--- src/hw/rtl/mwsm_queue.sv ---
// Short FIFO of classified commands between the front end and the back end.
// Depends on mwsm_pkg only through the width its user hands in.
module mwsm_queue #(
	parameter int DEPTH = 4,
	parameter int W     = 8
) (
	input  logic         clk,
	input  logic         arst_n,
	input  logic         in_valid,
	output logic         in_ready,
	input  logic [W-1:0] in_data,
	output logic         out_valid,
	input  logic         out_ready,
	output logic [W-1:0] out_data
);
	localparam int PTR_W = $clog2(DEPTH);
	localparam int CNT_W = $clog2(DEPTH + 1);

	logic [W-1:0]     mem_q [DEPTH];
	logic [PTR_W-1:0] wr_ptr_q, rd_ptr_q;
	logic [CNT_W-1:0] cnt_q;
	logic             push, pop;

	assign in_ready  = cnt_q != CNT_W'(DEPTH);
	assign out_valid = cnt_q != '0;
	assign push      = in_valid && in_ready;
	assign pop       = out_valid && out_ready;
	assign out_data  = mem_q[rd_ptr_q];

	always_ff @(posedge clk) begin
		if (push) begin
			mem_q[wr_ptr_q] <= in_data;
		end
	end

	always_ff @(posedge clk or negedge arst_n) begin
		if (!arst_n) begin
			wr_ptr_q <= '0;
			rd_ptr_q <= '0;
			cnt_q    <= '0;
		end else begin
			if (push) begin
				wr_ptr_q <= (wr_ptr_q == PTR_W'(DEPTH - 1)) ? '0 : wr_ptr_q + 1'b1;
			end
			if (pop) begin
				rd_ptr_q <= (rd_ptr_q == PTR_W'(DEPTH - 1)) ? '0 : rd_ptr_q + 1'b1;
			end
			case ({push, pop})
				2'b10:   cnt_q <= cnt_q + 1'b1;
				2'b01:   cnt_q <= cnt_q - 1'b1;
				default: cnt_q <= cnt_q;
			endcase
		end
	end

`ifndef ASSERT_OFF
	a_cnt_bound: assert property (@(posedge clk) disable iff (!arst_n)
		cnt_q <= CNT_W'(DEPTH))
		else $error("queue count beyond depth");

	a_cnt_up: assert property (@(posedge clk) disable iff (!arst_n)
		push && !pop |=> cnt_q == $past(cnt_q) + 1'b1)
		else $error("queue count did not advance on push");

	a_cnt_down: assert property (@(posedge clk) disable iff (!arst_n)
		pop && !push |=> cnt_q == $past(cnt_q) - 1'b1)
		else $error("queue count did not drop on pop");

	a_pass_empty: assert property (@(posedge clk) disable iff (!arst_n)
		push && cnt_q == '0 |=> out_data == $past(in_data))
		else $error("beat written into empty queue not at head");
`endif

endmodule

--- config.mk ---
export PLATFORM = sky130hd
export DESIGN_NAME = mwsm_queue
export DESIGN_NICKNAME = d
export VERILOG_FILES = /design/src/hw/rtl/mwsm_queue.sv
export SDC_FILE = /design/constraint.sdc
export NUM_CORES = 1
export LEC_CHECK = 0
export BUFFER_PORTS_ARGS = -buffer_cell sky130_fd_sc_hd__buf_2
export CELL_PAD_IN_SITES_DETAIL_PLACEMENT = 1
export CELL_PAD_IN_SITES_GLOBAL_PLACEMENT = 1
export CORE_MARGIN = 5
export CORE_UTILIZATION = 47
export CTS_CLUSTER_DIAMETER = 150
export DETAILED_ROUTE_END_ITERATION = 16
export PLACE_DENSITY_LB_ADDON = 0.1
export REMOVE_ABC_BUFFERS = 1
export SLEW_MARGIN = 20
export SYNTH_ARGS = -nofsm -noshare
export SYNTH_HDL_FRONTEND = slang
export SYNTH_SLANG_ARGS = --single-unit
export TNS_END_PERCENT = 100
--- constraint.sdc ---
create_clock -name clk -period 3 [get_ports clk]
set_clock_uncertainty 0.05 [all_clocks]
set_input_delay 0.15 -clock clk [delete_from_list [all_inputs] [get_ports clk]]
set_output_delay 0.15 -clock clk [all_outputs]
set_load 0.005 [all_outputs]
==> reports/metrics.cfg <==
[run_status]
status=complete, no violations

[timing]
rsz0062_at_grt=false
fin_tns_setup_ps=0
fin_crit_sh_pct=74.5
tightest_slew_ps=619
maxSlewHeadroom_pct=58.7
fmax_ghz=0.448
final-setup-viol-count=0
hold_violations=0
report.final.slew_viol_count=0
min_period_ps=2230

[grt]
use_met2_pct=27.2
grt_pass1_vias=964
busiest_layer=met2
grt_max_degree=12
grt_use_met3_pct=3.94
antenna_found_initial=0
track_usage_pct=15.2
grtUsageMet1_pct=17.1
grt_pass1_wl_um=4760
grt_overflow_total=0

[floorplanning]
die_w_um=68.5
die_h_um=68.5
ioPinCount=22
fp-row-count=21
initial_core_util_pct=48.2
dieArea_mm2=0.00469
core-area_mm2=0.00334

[detailed_routing]
ant_nets=0
drt_first_iter_violations=18
avgViaCountPerCell=4.92
vias=807
drc=0
wl_um=2980
wire_per_inst_um=18.2
dr.pass1.iters=4

[clock_network]
cts_tree=yes
cts.sinks=39
insertion_delay_ps=330
cts_setup_buffers=0
clk_pin_slew_ps=110
cts_buffers=5
cts_resized=0
htree_levels=2
cts_root_buffer=clkbuf_4
clockBufferDepth=2

[critical_path]
cp_max_fo=6
end_kind=flip-flop
crit_chain=or3b_1 > nand2_4 > ha_1 > inv_1 > fa_1 > xor2_1 > nor2_1 > xor2_1
cp_common_cell=xor2_1
critPathKind=flip-flop to flip-flop
worst_r2r_path_depth=8
cpPeakStageDelay_ps=490
crit_required_ps=3210
cp.arrival_ps=2450
critPathSlowestCell=or3b_1
startpoint_type=flip-flop

[logic_synthesis]
yosysTopAreaCellShare_pct=59.8
synth.area.top_cells=edfxtp_1 60%, mux4_2 11%, dfrtp_1 11%
yosys.area_share.simple_pct=4.36
yosysWarnings=0
netlist_instances=83
synth-seq-cells=39
yosysSeqAreaShare_pct=70.7
synth_area_per_cell_um2=19.4
synthArstFlopShare_pct=17.9
synth_fa_ha_area_share_pct=5.91
synthXorXnorAreaFrac_pct=1.63
synth_top_family_by_area=multiplexers
synth_ff_type=edfxtp_1
synth-compound-area-share_pct=0.311
yosys.area.top_type=edfxtp_1
synth_edf_count=32
syn-cell-area_mm2=0.00161
ys_top_cells_by_count=32 x edfxtp_1, 8 x mux4_2, 7 x dfrtp_1
ys_types=20
yosys-mux-area-fraction_pct=14.5
synth.most_common_cell=edfxtp_1

[place]
place.gp.congestion=0.771
dp_hpwl_um=2040
io_buffer_count=21

[pwr]
p_leak_nw=0.737
p_per_area_mw_per_mm2=873
vdd_drop_max_uv=369
power_w=0.00165

[final_layout]
nFillCells=331
finalNetCount=136
antenna_cells=0
layout-drive-gt1-share_pct=33.9
area.growth.synth_to_final_pct=17.6

[hold_path]
min_path_type=input port to async pin

[flow_run]
cap_violations=0

[through the flow]
step	hold WS, ps	cells	instance area, um2	util (%)	setup WS, ps
3_5_place_dp	-57.3	147	1750	52.5	747
2_1_floorplan	-196	80	1590	-	922
4_1_cts	104	164	1890	56.7	744
3_3_place_gp	-61.5	147	1750	52.5	896
6_report	112	164	1890	56.7	766
5_1_grt	128	164	1890	56.7	649
[cell usage in the layout, fill, tap and decap left out]
master | Yosys | layout
and3_1 | 4 | 4
buf_2 | 1 | 21
clkbuf_1 | 0 | 2
clkbuf_4 | 0 | 5
clkinv_2 | 0 | 1
dfrtp_1 | 7 | 7
dlygate4sd3_1 | 0 | 9
edfxtp_1 | 32 | 32
fa_1 | 1 | 1
ha_1 | 6 | 6
inv_1 | 6 | 6
mux2_2 | 2 | 2
mux2_4 | 2 | 2
mux4_2 | 8 | 8
nand2_1 | 2 | 2
nand2_4 | 1 | 1
nor2_1 | 3 | 3
o21ai_0 | 1 | 1
or3_1 | 1 | 1
or3b_1 | 1 | 1
xnor2_1 | 1 | 1
xor2_1 | 2 | 2
[registers in the layout, summed over array words and instances (netlist names)]
name	count
wr_ptr_q	2
rd_ptr_q	2
mem_q	32
cnt_q	3
[per-layer routing]
| layer | up-vias | wire (um) |
|---|---|---|
| met5 | - | 0 |
| met4 | 0 | 49 |
| met3 | 5 | 116 |
| met2 | 16 | 1610 |
| met1 | 405 | 1200 |
| li1 | 381 | - |
[kinds of logic after synthesis]
family / Yosys count
adder cells (fa/ha/maj): 7
AND/OR/NAND/NOR: 12
multiplexers: 12
AO/OA/AOI/OAI: 1
flip-flops: 39
XOR/XNOR: 3
buffers and inverters: 9
[final timing paths]
| check | start | to | slack [ps] |
|---|---|---|---|
| max | cnt_q[0] | cnt_q[2] | 770 |
| min | arst_n | cnt_q[2] | 110 |
| max reg2reg | cnt_q[0] | cnt_q[2] | 770 |
| min reg2reg | cnt_q[2] | cnt_q[2] | 470 |
| max in group asynchronous | arst_n | rd_ptr_q[1] | 2630 |
| min in group clk | out_ready | rd_ptr_q[1] | 150 |
[area by class of cell]
type,instances,area (um2),share of cell area [%]
well taps,46,57.6,3.04
clock inverters,1,5.00,0.265
flip-flops and latches,39,1140,60.1
multi-input cells,35,429,22.7
clock buffers,7,45.0,2.38
inverters,6,22.5,1.19
repair buffers,30,195,10.3
[report_power, final]
part           total [W]  internal (W)  switching, W
combinational   0.000544      0.000306      0.000238
clock           0.000253     0.0000915      0.000162
sequential      0.000854      0.000732      0.000122
[worst max-delay path: cells and delay by family, from the launching register on]
kind                       cells  cell delay (ps)
buffers and inverters          1               60
adders and majority gates      2              560
DFF                            1              430
and+or+nand+nor                3              750
xor gates and xnor gates       2              310
[timing repair]
action | 4_1_cts | 5_1_grt
endpoints found under the setup margin | 0 | 0
endpoints found under the hold margin | 39 | 0
hold buffers | 9 | 0
Power figures use the tool's default switching activity.
